File: config.mk
export PLATFORM = sky130hd
export DESIGN_NAME = stable_priority_queue
export DESIGN_NICKNAME = d
export VERILOG_FILES = /design/src/rtl/spq_pkg.sv /design/src/rtl/spq_ctrl.sv /design/src/rtl/spq_datapath.sv /design/src/rtl/stable_priority_queue.sv
export VERILOG_INCLUDE_DIRS = /design/src /design/src/rtl
export SDC_FILE = /design/constraint.sdc
export NUM_CORES = 1
export LEC_CHECK = 0
export BUFFER_PORTS_ARGS = -buffer_cell sky130_fd_sc_hd__buf_4
export CORE_MARGIN = 4
export CORE_UTILIZATION = 50
export CTS_CLUSTER_SIZE = 40
export DETAILED_ROUTE_END_ITERATION = 10
export GPL_TIMING_DRIVEN = 0
export PLACE_DENSITY = 0.73
export SYNTH_ARGS = -nofsm -noshare
export SYNTH_HDL_FRONTEND = slang
export SYNTH_SLANG_ARGS = --single-unit
File: constraint.sdc
create_clock -name clk_i -period 11.4 [get_ports clk_i]
set_input_delay 1.14 -clock clk_i [delete_from_list [all_inputs] [get_ports clk_i]]
set_output_delay 1.14 -clock clk_i [all_outputs]
set_load 0.005 [all_outputs]
File: src/rtl/stable_priority_queue_assert.svh
// ----------------------------------------------------------------------------
// Assertion macros for the stable priority queue
// Clocked, reset-gated concurrent assertion wrappers.
// ----------------------------------------------------------------------------
`ifndef STABLE_PRIORITY_QUEUE_ASSERT_SVH
`define STABLE_PRIORITY_QUEUE_ASSERT_SVH

// Generic form with explicit clock and active-low reset.
`define SPQ_ASSERT_AT(lbl, clk, rstn, prop, msg) \
  lbl: assert property (@(posedge clk) disable iff (!rstn) prop) else $error(msg);

// Default clock and reset of the block.
`define SPQ_ASSERT(lbl, prop, msg) \
  `SPQ_ASSERT_AT(lbl, clk_i, rst_ni, prop, msg)

// Condition must never hold.
`define SPQ_ASSERT_NEVER(lbl, cond, msg) \
  `SPQ_ASSERT(lbl, !(cond), msg)

`endif

File: src/rtl/spq_pkg.sv
`timescale 1ns / 1ps
// ----------------------------------------------------------------------------
// spq_pkg
// Types, sizes and codes shared by the stable priority queue modules.
// ----------------------------------------------------------------------------
package spq_pkg;

  localparam int Depth      = 16;
  localparam int PrioBits   = 8;
  localparam int HandleBits = 16;
  localparam int AddrBits   = $clog2(Depth);
  localparam int CntBits    = $clog2(Depth + 1);

  localparam logic OpInsert = 1'b0;
  localparam logic OpRemove = 1'b1;

  localparam logic [1:0] StatusOk    = 2'd0;
  localparam logic [1:0] StatusEmpty = 2'd1;
  localparam logic [1:0] StatusFull  = 2'd2;

  typedef struct packed {
    logic                  opcode;
    logic [PrioBits-1:0]   priority_req;
    logic [HandleBits-1:0] handle;
  } spq_req_t;

  typedef struct packed {
    logic [1:0]            status;
    logic [PrioBits-1:0]   out_priority;
    logic [HandleBits-1:0] out_handle;
    logic                  is_empty;
    logic [CntBits-1:0]    fill_count;
  } spq_rsp_t;

  // controller -> datapath
  typedef struct packed {
    logic       load;       // capture request, pos = count
    logic       rd;         // issue memory read
    logic       rd_head;    // read at head, else at pos - 1
    logic       shift;      // move read entry up to pos, pos--
    logic       ins_write;  // write new entry at pos, count++
    logic       pop;        // drop head, count--
    logic       resp;       // launch a result transfer
    logic [1:0] status;
  } spq_cmd_t;

  // datapath -> controller
  typedef struct packed {
    logic full;
    logic empty;
    logic pos_zero;
    logic rd_greater;
  } spq_stat_t;

endpackage

File: src/rtl/spq_ctrl.sv
`timescale 1ns / 1ps
// ----------------------------------------------------------------------------
// spq_ctrl
// Sequencer for insert (tail-to-head shift search) and remove (head pop).
// ----------------------------------------------------------------------------
module spq_ctrl
  import spq_pkg::*;
(
  input  logic      clk_i,
  input  logic      rst_ni,
  input  logic      start,
  input  logic      opcode_i,
  input  spq_stat_t stat_i,
  output spq_cmd_t  cmd_o,
  output logic      busy
);

  localparam logic [2:0] StIdle   = 3'd0;
  localparam logic [2:0] StInsRd  = 3'd1;
  localparam logic [2:0] StInsCmp = 3'd2;
  localparam logic [2:0] StInsWr  = 3'd3;
  localparam logic [2:0] StRemOut = 3'd4;

  logic [2:0] state_q, state_d;

  always_comb begin
    state_d = state_q;
    cmd_o   = '0;
    cmd_o.status = StatusOk;
    unique case (state_q)
      StIdle: begin
        if (start) begin
          if (opcode_i == OpInsert) begin
            if (stat_i.full) begin
              cmd_o.resp   = 1'b1;
              cmd_o.status = StatusFull;
            end else begin
              cmd_o.load = 1'b1;
              state_d    = StInsRd;
            end
          end else begin
            if (stat_i.empty) begin
              cmd_o.resp   = 1'b1;
              cmd_o.status = StatusEmpty;
            end else begin
              cmd_o.rd      = 1'b1;
              cmd_o.rd_head = 1'b1;
              state_d       = StRemOut;
            end
          end
        end
      end
      StInsRd: begin
        if (stat_i.pos_zero) begin
          state_d = StInsWr;
        end else begin
          cmd_o.rd = 1'b1;
          state_d  = StInsCmp;
        end
      end
      StInsCmp: begin
        if (stat_i.rd_greater) begin
          cmd_o.shift = 1'b1;
          state_d     = StInsRd;
        end else begin
          state_d = StInsWr;
        end
      end
      StInsWr: begin
        cmd_o.ins_write = 1'b1;
        cmd_o.resp      = 1'b1;
        state_d         = StIdle;
      end
      StRemOut: begin
        cmd_o.pop  = 1'b1;
        cmd_o.resp = 1'b1;
        state_d    = StIdle;
      end
      default: begin
        state_d = StIdle;
      end
    endcase
  end

  always_ff @(posedge clk_i or negedge rst_ni) begin
    if (!rst_ni) begin
      state_q <= StIdle;
    end else begin
      state_q <= state_d;
    end
  end

  assign busy = (state_q != StIdle);

endmodule

File: src/rtl/spq_datapath.sv
`timescale 1ns / 1ps
`include "stable_priority_queue_assert.svh"
// ----------------------------------------------------------------------------
// spq_datapath
// Circular entry store with head pointer, fill count, search position and
// result register.
// ----------------------------------------------------------------------------
module spq_datapath
  import spq_pkg::*;
(
  input  logic     clk_i,
  input  logic     rst_ni,
  input  spq_req_t req_i,
  input  spq_cmd_t cmd_i,
  output spq_stat_t stat_o,
  output logic     done_o,
  output spq_rsp_t rsp_o
);

  localparam logic [AddrBits:0] DepthWide = (AddrBits + 1)'(Depth);
  localparam logic [CntBits-1:0] DepthCnt = CntBits'(Depth);

  logic [PrioBits-1:0]   mem_prio [Depth];
  logic [HandleBits-1:0] mem_hnd  [Depth];

  logic [AddrBits-1:0]   head_q, head_d;
  logic [CntBits-1:0]    count_q, count_d;
  logic [CntBits-1:0]    pos_q, pos_d;
  logic [PrioBits-1:0]   prio_q;
  logic [HandleBits-1:0] hnd_q;
  logic [PrioBits-1:0]   rd_prio_q;
  logic [HandleBits-1:0] rd_hnd_q;
  logic                  done_q;
  spq_rsp_t              rsp_q;

  logic [AddrBits-1:0]   rd_ofs, rd_addr, wr_addr;
  logic                  we;
  logic [PrioBits-1:0]   wr_prio;
  logic [HandleBits-1:0] wr_hnd;

  function automatic logic [AddrBits-1:0] phys_addr(input logic [AddrBits-1:0] base,
                                                     input logic [AddrBits-1:0] ofs);
    logic [AddrBits:0] sum;
    sum = {1'b0, base} + {1'b0, ofs};
    if (sum >= DepthWide) sum = sum - DepthWide;
    return sum[AddrBits-1:0];
  endfunction

  assign rd_ofs  = cmd_i.rd_head ? '0 : AddrBits'(pos_q - CntBits'(1));
  assign rd_addr = phys_addr(head_q, rd_ofs);
  assign wr_addr = phys_addr(head_q, pos_q[AddrBits-1:0]);
  assign we      = cmd_i.shift | cmd_i.ins_write;
  assign wr_prio = cmd_i.shift ? rd_prio_q : prio_q;
  assign wr_hnd  = cmd_i.shift ? rd_hnd_q  : hnd_q;

  always_ff @(posedge clk_i) begin
    if (we) begin
      mem_prio[wr_addr] <= wr_prio;
      mem_hnd[wr_addr]  <= wr_hnd;
    end
  end

  always_ff @(posedge clk_i) begin
    if (cmd_i.rd) begin
      rd_prio_q <= mem_prio[rd_addr];
      rd_hnd_q  <= mem_hnd[rd_addr];
    end
  end

  always_comb begin
    head_d  = head_q;
    count_d = count_q;
    pos_d   = pos_q;
    if (cmd_i.load)      pos_d = count_q;
    if (cmd_i.shift)     pos_d = pos_q - CntBits'(1);
    if (cmd_i.ins_write) count_d = count_q + CntBits'(1);
    if (cmd_i.pop) begin
      count_d = count_q - CntBits'(1);
      head_d  = phys_addr(head_q, AddrBits'(1));
    end
  end

  always_ff @(posedge clk_i or negedge rst_ni) begin
    if (!rst_ni) begin
      head_q  <= '0;
      count_q <= '0;
      done_q  <= 1'b0;
    end else begin
      head_q  <= head_d;
      count_q <= count_d;
      done_q  <= cmd_i.resp;
    end
  end

  always_ff @(posedge clk_i) begin
    pos_q <= pos_d;
    if (cmd_i.load) begin
      prio_q <= req_i.priority_req;
      hnd_q  <= req_i.handle;
    end
    if (cmd_i.resp) begin
      rsp_q.status       <= cmd_i.status;
      rsp_q.out_priority <= cmd_i.pop ? rd_prio_q : '0;
      rsp_q.out_handle   <= cmd_i.pop ? rd_hnd_q  : '0;
      rsp_q.is_empty     <= (count_d == '0);
      rsp_q.fill_count   <= count_d;
    end
  end

  assign stat_o.full       = (count_q == DepthCnt);
  assign stat_o.empty      = (count_q == '0);
  assign stat_o.pos_zero   = (pos_q == '0);
  assign stat_o.rd_greater = (rd_prio_q > prio_q);

  assign done_o = done_q;
  assign rsp_o  = rsp_q;

  `SPQ_ASSERT_NEVER(a_count_range, count_q > DepthCnt, "fill count above depth")
  `SPQ_ASSERT(a_done_count, done_q |-> rsp_q.fill_count == count_q, "result count stale")
  `SPQ_ASSERT(a_pop_nonempty, cmd_i.pop |-> count_q != '0, "pop on empty store")
  `SPQ_ASSERT(a_ins_notfull, cmd_i.ins_write |-> count_q != DepthCnt, "write into full store")
  `SPQ_ASSERT(a_shift_pos, cmd_i.shift |-> pos_q != '0, "shift below head")

endmodule

File: src/rtl/stable_priority_queue.sv
`timescale 1ns / 1ps
// ----------------------------------------------------------------------------
// stable_priority_queue
// Stable sorted queue of (priority, handle) pairs; lower value served first,
// equal priorities leave in arrival order.
// ----------------------------------------------------------------------------
//  Channel   Ports                    Transfer
//  request   start, busy, req_i       start high while busy low
//  result    done_o, rsp_o            done_o high, one cycle, no backpressure
//
//  Remove: head read, then pop. Rejected remove/insert: answered from idle.
//  Insert: load, then a read and compare per stored entry, moving each entry
//  with a higher priority value up one place, then the new entry's write;
//  each moved entry costs one read and one write on the store.
//  The result appears the cycle after the last step; busy is low again then.
//  Reset clears the fill count and head pointer; entry storage is not cleared.
// ----------------------------------------------------------------------------
module stable_priority_queue
  import spq_pkg::*;
(
  input  logic     clk_i,
  input  logic     rst_ni,
  input  logic     start,
  input  spq_req_t req_i,
  output logic     busy,
  output logic     done_o,
  output spq_rsp_t rsp_o
);

  spq_cmd_t  cmd;
  spq_stat_t stat;

  spq_ctrl u_ctrl (
    .clk_i    (clk_i),
    .rst_ni   (rst_ni),
    .start    (start),
    .opcode_i (req_i.opcode),
    .stat_i   (stat),
    .cmd_o    (cmd),
    .busy     (busy)
  );

  spq_datapath u_datapath (
    .clk_i  (clk_i),
    .rst_ni (rst_ni),
    .req_i  (req_i),
    .cmd_i  (cmd),
    .stat_o (stat),
    .done_o (done_o),
    .rsp_o  (rsp_o)
  );

endmodule

# After elaboration in Yosys (flattened, before gate mapping)
# Memories as Yosys holds them, arrays and structs flattened. A register that Yosys moved wholly into a read port is not among the register bits.
# Index checks and enable logic that the tools add are counted.
[totals]
mem_bits_rw = 384
n_memories = 2
register_bits = 74
out_inout_bits = 34
[memory_table]
columns = ["name", "depth", "width", "read_ports", "rd_ports_with_merged_regs", "wr", "line", "source"]
rows = [
  ["u_datapath.mem_hnd", 16, 16, 1, 1, 1, "spq_datapath.sv:24", "logic [HandleBits-1:0] mem_hnd [Depth];"],
  ["u_datapath.mem_prio", 16, 8, 1, 1, 1, "spq_datapath.sv:23", "logic [PrioBits-1:0] mem_prio [Depth];"],
]
[op_classes]
mux = 37
bitwise_logic = 1
n_reduce_logical = 9
add_sub_neg = 9
n_eq_ne = 8
order_cmp = 4
[ops]
columns = ["cell", "n"]
rows = [
  ["3-bit two-way mux", 9],
  ["5-bit two-way mux", 4],
  ["16-bit two-way mux", 1],
  ["4-bit two-way mux", 4],
  ["5-bit greater-or-equal comparator (second input constant)", 3],
  ["5-bit logical NOT", 3],
  ["1-bit two-way mux", 12],
  ["4-bit by 1-bit subtractor with 4-bit output (second input constant)", 3],
  ["4-bit by 4-bit adder with 5-bit output", 2],
  ["5-bit by 1-bit subtractor with 5-bit output (second input constant)", 2],
  ["3-bit one-hot mux with 3 select lines", 1],
  ["8-bit greater-than comparator", 1],
  ["8-bit two-way mux", 1],
  ["3-bit by 2-bit == test with 1-bit output (second input constant)", 2],
  ["2-bit two-way mux", 3],
  ["3-bit != test (second input constant)", 2],
  ["4-bit by 1-bit adder with 5-bit output (second input constant)", 1],
  ["5-bit by 1-bit adder with 5-bit output (second input constant)", 1],
  ["5-bit == test (second input constant)", 1],
  ["1-bit one-hot mux with 2 select lines", 2],
  ["3-bit by 1-bit == test with 1-bit output (second input constant)", 1],
  ["3-bit == test (second input constant)", 1],
  ["3-bit logical NOT", 1],
  ["3-bit AND reduction", 1],
  ["6 further kinds", 6],
]

# Depth between registers and ports, before layout
# Gate-level depths: netlist of run 1.
[logic_depth]
ltp_word = 9
depth_mapped = 13

# Cells and area by module
# Synthesis of run 1 repeated with hierarchy kept, for this count alone.
[unflattened]
cells_unflattened = 849
area_unflattened_um2 = 18786.8
[by_module_without_submodules]
columns = ["mod", "area_per_inst_um2", "seq_area_each_um2", "instances", "cells_each"]
rows = [
  ["spq_datapath", 18527.8, 14333.7, 1, 818],
  ["spq_ctrl", 259.0, 75.1, 1, 31],
]

# Least setup slack after synthesis of run 1
# No wires, ideal clock.
[synth_timing]
path_kind = "input to register"
startpoint = "in start"
endpoint = "reg u_datapath.rd_hnd_q[0], read port of u_datapath.mem_hnd (data pin)"
arrival_ns = 4.094
n_path_buf = 4
setup_ns = 0.273
slack_ns = 7.032
path_stages = 11
path_cell_list = "nor4b_2 > and3_1 > buf_6 > nor2_1 > ha_1 > fa_1 > clkbuf_1 > buf_1 > clkbuf_1 > mux4_2 > mux4_1"
[synth_between]
elab_chain_len = 6
elab_cells_between_ends = 8
[synth_lines]
columns = ["item", "line", "source"]
rows = [
  ["from (decl)", "stable_priority_queue.sv:23", "input logic start,"],
  ["3-bit two-way mux (*)", "spq_ctrl.sv:32", "if (start) begin"],
  ["1-bit two-way mux", "spq_ctrl.sv:30", "unique case (state_q)"],
  ["4-bit two-way mux", "spq_datapath.sv:49", "assign rd_ofs = cmd_i.rd_head ? '0 : AddrBits'(pos_q - CntBits'(1));"],
  ["4-bit by 4-bit adder with 5-bit output", "spq_datapath.sv:44", "sum = {1'b0, base} + {1'b0, ofs};"],
  ["4-bit by 1-bit subtractor with 4-bit output / 5-bit greater-or-equal comparator (equally long branches)", "spq_datapath.sv:45", "if (sum >= DepthWide) sum = sum - DepthWide;"],
  ["4-bit two-way mux", "spq_datapath.sv:45", ""],
  ["to (decl)", "spq_datapath.sv:32", "logic [HandleBits-1:0] rd_hnd_q;"],
]
# Mark *: on every way between the ends. The rest lies on a longest branch, timed or not.
# A chain may end at the register's enable or synchronous reset.

# Final worst setup path of run 1
[layout_timing]
startpoint = "reg u_ctrl.state_q[1]"
endpoint = "reg u_datapath.rd_hnd_q[9], read port of u_datapath.mem_hnd (data pin)"
[layout_between]
elab_chain_len = 6
elab_cells_between_ends = 9
[layout_lines]
columns = ["item", "line", "source"]
rows = [
  ["from (decl)", "spq_ctrl.sv:24", "logic [2:0] state_q, state_d;"],
  ["from (signal assigned)", "spq_ctrl.sv:87", "state_q <= StIdle;"],
  ["from (signal assigned)", "spq_ctrl.sv:89", "state_q <= state_d;"],
  ["3-bit logical NOT", "spq_ctrl.sv:30", ""],
  ["1-bit two-way mux", "spq_ctrl.sv:30", ""],
  ["4-bit two-way mux", "spq_datapath.sv:49", ""],
  ["4-bit by 4-bit adder with 5-bit output", "spq_datapath.sv:44", ""],
  ["4-bit by 1-bit subtractor with 4-bit output / 5-bit greater-or-equal comparator (equally long branches)", "spq_datapath.sv:45", ""],
  ["4-bit two-way mux", "spq_datapath.sv:45", ""],
]
# Several ways; a longest one is shown, not always the timed one.

==> results of run 1 <==
==> sequential cells by signal, indices dropped and copies added (netlist names), 4 cells and up <==
signal	count
u_datapath.rd_hnd_q	16
u_datapath.hnd_q	16
u_datapath.rd_prio_q	8
u_datapath.head_q	4
u_datapath.mem_hnd	256
u_datapath.rsp_o	32
u_datapath.count_q	5
u_datapath.mem_prio	128
u_datapath.prio_q	8
u_datapath.pos_q	5
==> area by class of cell <==
cell class / instances / area (sq um)
Fill cell: 2556 / 15300
Sequential cell: 482 / 14400
Multi-Input combinational cell: 302 / 4400
Clock buffer: 55 / 1250
Timing Repair Buffer: 109 / 1050
Tap cell: 511 / 639
Clock inverter: 32 / 299
Buffer: 38 / 185
Inverter: 20 / 75.1
==> worst max-delay path, stage by stage (launching register included) <==
cell,delay (ns)
dfrtp_1,0.35
clkbuf_1,0.21
nor4b_2,0.41
and3_1,0.23
buf_6,0.15
nor2_1,0.05
ha_1,0.21
fa_1,0.54
clkbuf_1,0.28
buf_1,0.58
clkbuf_1,0.74
mux4_2,0.43
mux4_1,0.52
==> cell families after synthesis <==
logic type,Yosys count,share of synthesized area (%)
xor gates and xnor gates,19,1.11
muxes,149,16.4
DFF,482,75.9
and+or+nand+nor,84,2.64
adders and majority gates,21,1.46
buffers and inverters,58,1.37
AOI/OAI and AO/OA,29,1.13
==> cell usage after synthesis, types with 2 or more instances <==
library cell,n
a21o_1,3
a21oi_1,9
and2_1,23
and3_1,2
buf_1,3
buf_2,10
buf_6,4
clkbuf_1,21
dfrtp_1,13
edfxtp_1,469
fa_1,2
ha_1,19
inv_1,20
mux2_1,25
mux2i_1,4
mux4_1,22
mux4_2,98
nand2_1,7
nand3_1,2
nand4_1,4
nor2_1,9
nor2b_1,2
nor3_1,18
nor3b_1,5
o2111ai_1,2
o21ai_1,3
o41ai_2,2
or3_1,4
xnor2_1,12
xnor2_4,2
xor2_1,4
==> worst paths after layout <==
| kind | from | endpoint | slack, ns |
|---|---|---|---|
| max reg2reg | u_ctrl.state_q[1]$_DFFE_PN0P_ | u_datapath.rd_hnd_q[9]$_DFFE_PP_ | 6.41 |
| max in group asynchronous | rst_ni | u_datapath.head_q[2]$_DFFE_PN0P_ | 10.82 |
| min in group clk_i | u_datapath.rd_hnd_q[8]$_DFFE_PP_ | u_datapath.rsp_o[14]$_SDFFCE_PN0P_ | 0.54 |
| min | rst_ni | u_datapath.head_q[0]$_DFFE_PN0P_ | 0.41 |
| min reg2reg | u_datapath.rd_hnd_q[8]$_DFFE_PP_ | u_datapath.rsp_o[14]$_SDFFCE_PN0P_ | 0.54 |
| max | u_ctrl.state_q[1]$_DFFE_PN0P_ | u_datapath.rd_hnd_q[9]$_DFFE_PP_ | 6.41 |
==> per-layer routing <==
layer | vias up | share of wire (%) | track usage (%)
li1 | 3858 | - | -
met1 | 4836 | 41 | 29.3
met2 | 435 | 49 | 33.4
met3 | 73 | 7.5 | 3.24
met4 | 0 | 2.4 | 5.92
met5 | - | 0 | 0
==> power breakdown <==
group	total (uW)	internal (uW)	switching (uW)
registers	2470	2380	95.4
logic	2810	1330	1480
clock network	1560	917	641
total	6840	4620	2220
==> stage by stage <==
step | cell area, sq um | total power, uW
CTS | 22300 | 6910
global route | 22300 | 7150
detailed placement | 20800 | 5330
finish | 22300 | 6840
global placement | 20100 | 5200
floorplan | 19000 | 4410
==> results.toml, run 1 <==
[yosys]
synthFlopType = "edfxtp_1"
synth_cell_types = 50
async_flop_share_pct = 2.70
synth_edf_count = 469
synth_top_area_share_pct = 74.2
yosysSeqAreaShare_pct = 75.9
synth_area_sq_um = 19000
yosysTopAreaCell = "edfxtp_1"
syn_avg_cell_area_sq_um = 22.5
synth_warnings = 0
synthCells = 842
synthesis.nets = 891
ys_ff_latch = 482
synthTopCellsByArea = "edfxtp_1 74%, mux4_2 12%, mux4_1 3.0%"

[die]
design.die.area_sq_um = 41100
core_sq_um = 37600
die_height_um = 203
rows = 71
io_pins = 62
die_x_um = 203
start_util_pct = 50.5

[final_layout]
final_cell_mix = "469 x edfxtp_1, 98 x mux4_2, 62 x buf_4, 49 x clkbuf_16, 40 x buf_6"
final_common_cell = "edfxtp_1"
final-instance-count-excl-fill = 1549
drive_above_1_share_pct = 30.1
fin_util_pct = 59.4
fin_nets = 1050
syn_to_final_growth_pct = 17.5
n_antenna_cell = 0

[cts]
clkLatencyLatePin_ns = 0.58
hold_buffers = 0
numCtsBuffers = 48
cts_tree = "done"
htree_levels = 2
cts_resized = 0
cts.path.max_buffers = 3
clkSinkCount = 482
postCtsSetupRepairBufs = 0
root_buffer = "clkbuf_16"
clk_pin_slew_ns = 0.06

[placement]
placed_cells = 1462
portBuffers = 61
place.gp.congestion = 0.777
hpwl_um = 27100
preCtsSetupSlack_ns = 5.92

[route]
wl_per_cell_um = 26.7
routed_wl_um = 41400
vias = 9202
drc = 0
firstDrtPassIters = 5
ant_nets = 0
drtIter0Drc = 1044
vias_per_cell = 5.94

[outcome]
run_status = "complete, no violations"

[grt]
antenna_found_initial = 0
grt_pass1_vias = 9406
track_usage_pct = 20.5
grt_max_degree = 25
grt_pass1_wl_um = 61900
grt-ovfl-total = 0

[setup_path]
reg2regPathDepth = 12
crit_fanout = 10
arrival_ns = 5.28
crit_required_ns = 11.70
crit_type = "flip-flop to flip-flop"
critPathCaptureType = "flip-flop"
start_kind = "flip-flop"

[timing]
tns_ns = 0
holdWs_ns = 0.407
setup-violations-final = 0
period_share_pct = 43.7
period_needed_ns = 4.99
rsz0062_at_grt = "false"
fmax_mhz = 201
worst_pin_slew_ns = 1.21
relSlewSlack_pct = 18.6
setup_ws_ns = 6.41
finClkSkew_ns = 0.0142
finalHoldViolations = 0
slew_violations = 0

[min_path]
hp-class = "primary input to asynchronous set/reset pin"

[pwr]
leakage_uw = 0.00745
powerDensity_nw_per_um2 = 307
vdd_drop_max_v = 0.000197

[job]
drv_cap = 0
Power figures use the tool's default switching activity.
==> run 2: changes to the inputs <==
clock period = 4.7 ns   (was 11.4 ns; I/O delays follow)
==> run 2 against run 1 <==
  * Sequential power increased by 140%
  * Setup slack got worse by 6.2 ns
  * Critical path depth unchanged
  * Non-clock buffer count increased by 1
  * Global-route usage about the same
  * Power increased by 140%
  * Final area increased by 0.13%
  * Sequential share of layout area decreased by 0.087 points
  * Clock skew increased by 0.0012 ns
  * Via count decreased by 0.24%
  * Wire length about the same
  * Critical path type unchanged
  * Critical endpoint is now u_datapath.rd_hnd_q[12]$_DFFE_PP_
  * Largest power group unchanged
==> results.toml, run 2 (synthesis results as in run 1) <==
[outcome]
run_status = "complete, no violations"

[route]
ant_nets = 0
drc = 0
vias_per_cell = 5.92
drtIter0Drc = 1020
wl_per_cell_um = 26.7
firstDrtPassIters = 5
vias = 9180
routed_wl_um = 41400

[cts]
cts.path.max_buffers = 3
htree_levels = 2
clkSinkCount = 482
cts_tree = "done"
clkLatencyLatePin_ns = 0.58
root_buffer = "clkbuf_16"
numCtsBuffers = 48
clk_pin_slew_ns = 0.06

[final_layout]
regArea_sq_um = 14400
n_antenna_cell = 0
final_common_cell = "edfxtp_1"
fin_nets = 1051
final_cell_mix = "469 x edfxtp_1, 98 x mux4_2, 62 x buf_4, 49 x clkbuf_16, 40 x buf_6"
multi_input_area_sq_um = 4410
syn_to_final_growth_pct = 17.7
fin_util_pct = 59.4
top_register = "u_datapath.mem_hnd"
final-instance-count-excl-fill = 1550
drive_above_1_share_pct = 30.6
nFillCells = 2558
largest_reg_flops = 256

[timing]
finClkSkew_ns = 0.0154
rsz0062_at_grt = "false"
setup_ws_ns = 0.242
period_share_pct = 94.8
relSlewSlack_pct = 23.0
slew_violations = 0
finalHoldViolations = 0
fmax_mhz = 224
worst_pin_slew_ns = 1.14
period_needed_ns = 4.46
holdWs_ns = 0.0709
setup-violations-final = 0

[setup_path]
crit_type = "flip-flop to flip-flop"
critPathCaptureType = "flip-flop"
regToRegSetupSlack_ns = 0.24
r2r_end = "u_datapath.rd_hnd_q[12]$_DFFE_PP_"
start_kind = "flip-flop"
slowest_stage = "fa_1"
worstPathCellList = "clkbuf_1 > nor4b_2 > and3_1 > buf_6 > nor2_1 > ha_1 > fa_1 > clkbuf_1 > clkbuf_2 > clkbuf_2 > mux4_2 > mux4_1"
reg2regPathDepth = 12
arrival_ns = 4.76
slowest_delay_ns = 0.54
crit_fanout = 10
timing.rr.start = "u_ctrl.state_q[1]$_DFFE_PN0P_"
critPathLaunch = "u_ctrl.state_q[1]$_DFFE_PN0P_"
crit_required_ns = 5.00

[grt]
grt-ovfl-total = 0
top_usage_layer = "met2"
track_usage_pct = 20.5
grt_util_met1_pct = 29.3
grt_pass1_wl_um = 61900
grtUsageMet3_pct = 3.34
antenna_found_initial = 0
grt_pass1_vias = 9401
grt_use_met2_pct = 33.4
grt_max_degree = 25

[pwr]
powerDensity_nw_per_um2 = 744
leakage_uw = 0.00748
p_total_uw = 16600
vdd_drop_max_v = 0.000484

[job]
drv_cap = 0

[die]
io_pins = 62
rows = 71
design.die.area_sq_um = 41100
die_height_um = 203
die_x_um = 203
start_util_pct = 50.5
core_sq_um = 37600

[min_path]
hold_start = "req_i[0]"
hold_path_end = "u_datapath.hnd_q[0]$_DFFE_PP_"
hp-class = "primary input to flip-flop"
whs_path_depth = 1

[placement]
portBuffers = 61
place.gp.congestion = 0.777
placed_cells = 1462
preCtsSetupSlack_ns = -0.223
hpwl_um = 27100
run 2: cell types whose count changed in the layout (fill, tap and decap cells not counted):
cell,before,now
clkbuf_1,27,22
clkbuf_2,0,5
buf_1,3,2
clkdlybuf4s15_1,0,1
dlygate4sd3_1,0,1
xnor2_1,12,11
xnor2_2,1,2
run 2: worst max-delay path by stage:
stage | endpoint
finish | u_datapath.rd_hnd_q[12]$_DFFE_PP_
global route | u_datapath.rd_hnd_q[12]$_DFFE_PP_
CTS | u_datapath.rd_hnd_q[12]$_DFFE_PP_
detailed placement | u_datapath.rd_hnd_q[1]$_DFFE_PP_
global placement | u_datapath.mem_hnd[2][7]$_DFFE_PP_
floorplan | u_datapath.rd_hnd_q[0]$_DFFE_PP_
run 2: through the flow:
stage	TNS (ns)	area (sq um)
after detailed placement	-3.73	20800
after CTS	0	22300
after global routing	0	22300
after floorplan	0	19000
after global placement	-428.05	20100
final	0	22300
run 2: area by class of cell:
type                            instances  area share (%)
Buffer                                 38           0.885
Clock buffer                           55            5.59
Clock inverter                         32            1.34
Inverter                               20           0.336
Multi-Input combinational cell        302            19.7
Sequential cell                       482            64.5
Tap cell                              511            2.86
Timing Repair Buffer                  110            4.74
run 2: worst max-delay path, delay by kind of cell, from the launching register on:
| kind | cells | cell delay [ns] |
|---|---|---|
| AND/OR/NAND/NOR | 3 | 0.69 |
| buffers and inverters | 5 | 1.45 |
| adder cells (fa/ha/maj) | 2 | 0.76 |
| flip-flops | 1 | 0.35 |
| multiplexers | 2 | 0.91 |
run 2: power breakdown:
part	leakage [uW]	switching [uW]	internal, uW
Sequential	0.00442	232	5770
Clock	0.000753	1560	2220
Combinational	0.00231	3610	3240
Total	0.00748	5400	11200
run 2: layer usage:
| layer | vias to the layer above | routed length (um) |
|---|---|---|
| met5 | - | 0 |
| met4 | 0 | 926 |
| met3 | 61 | 3290 |
| met2 | 437 | 20500 |
| met1 | 4822 | 16600 |
| li1 | 3860 | - |
run 2: timing repair:
action                                 4_1_cts  5_1_grt
setup endpoints to repair                   24       24
gates resized for setup                      4        4
gates cloned                                 0        0
buffers inserted                             0        0
hold buffers                                 1        0
endpoints found under the hold margin       13        0
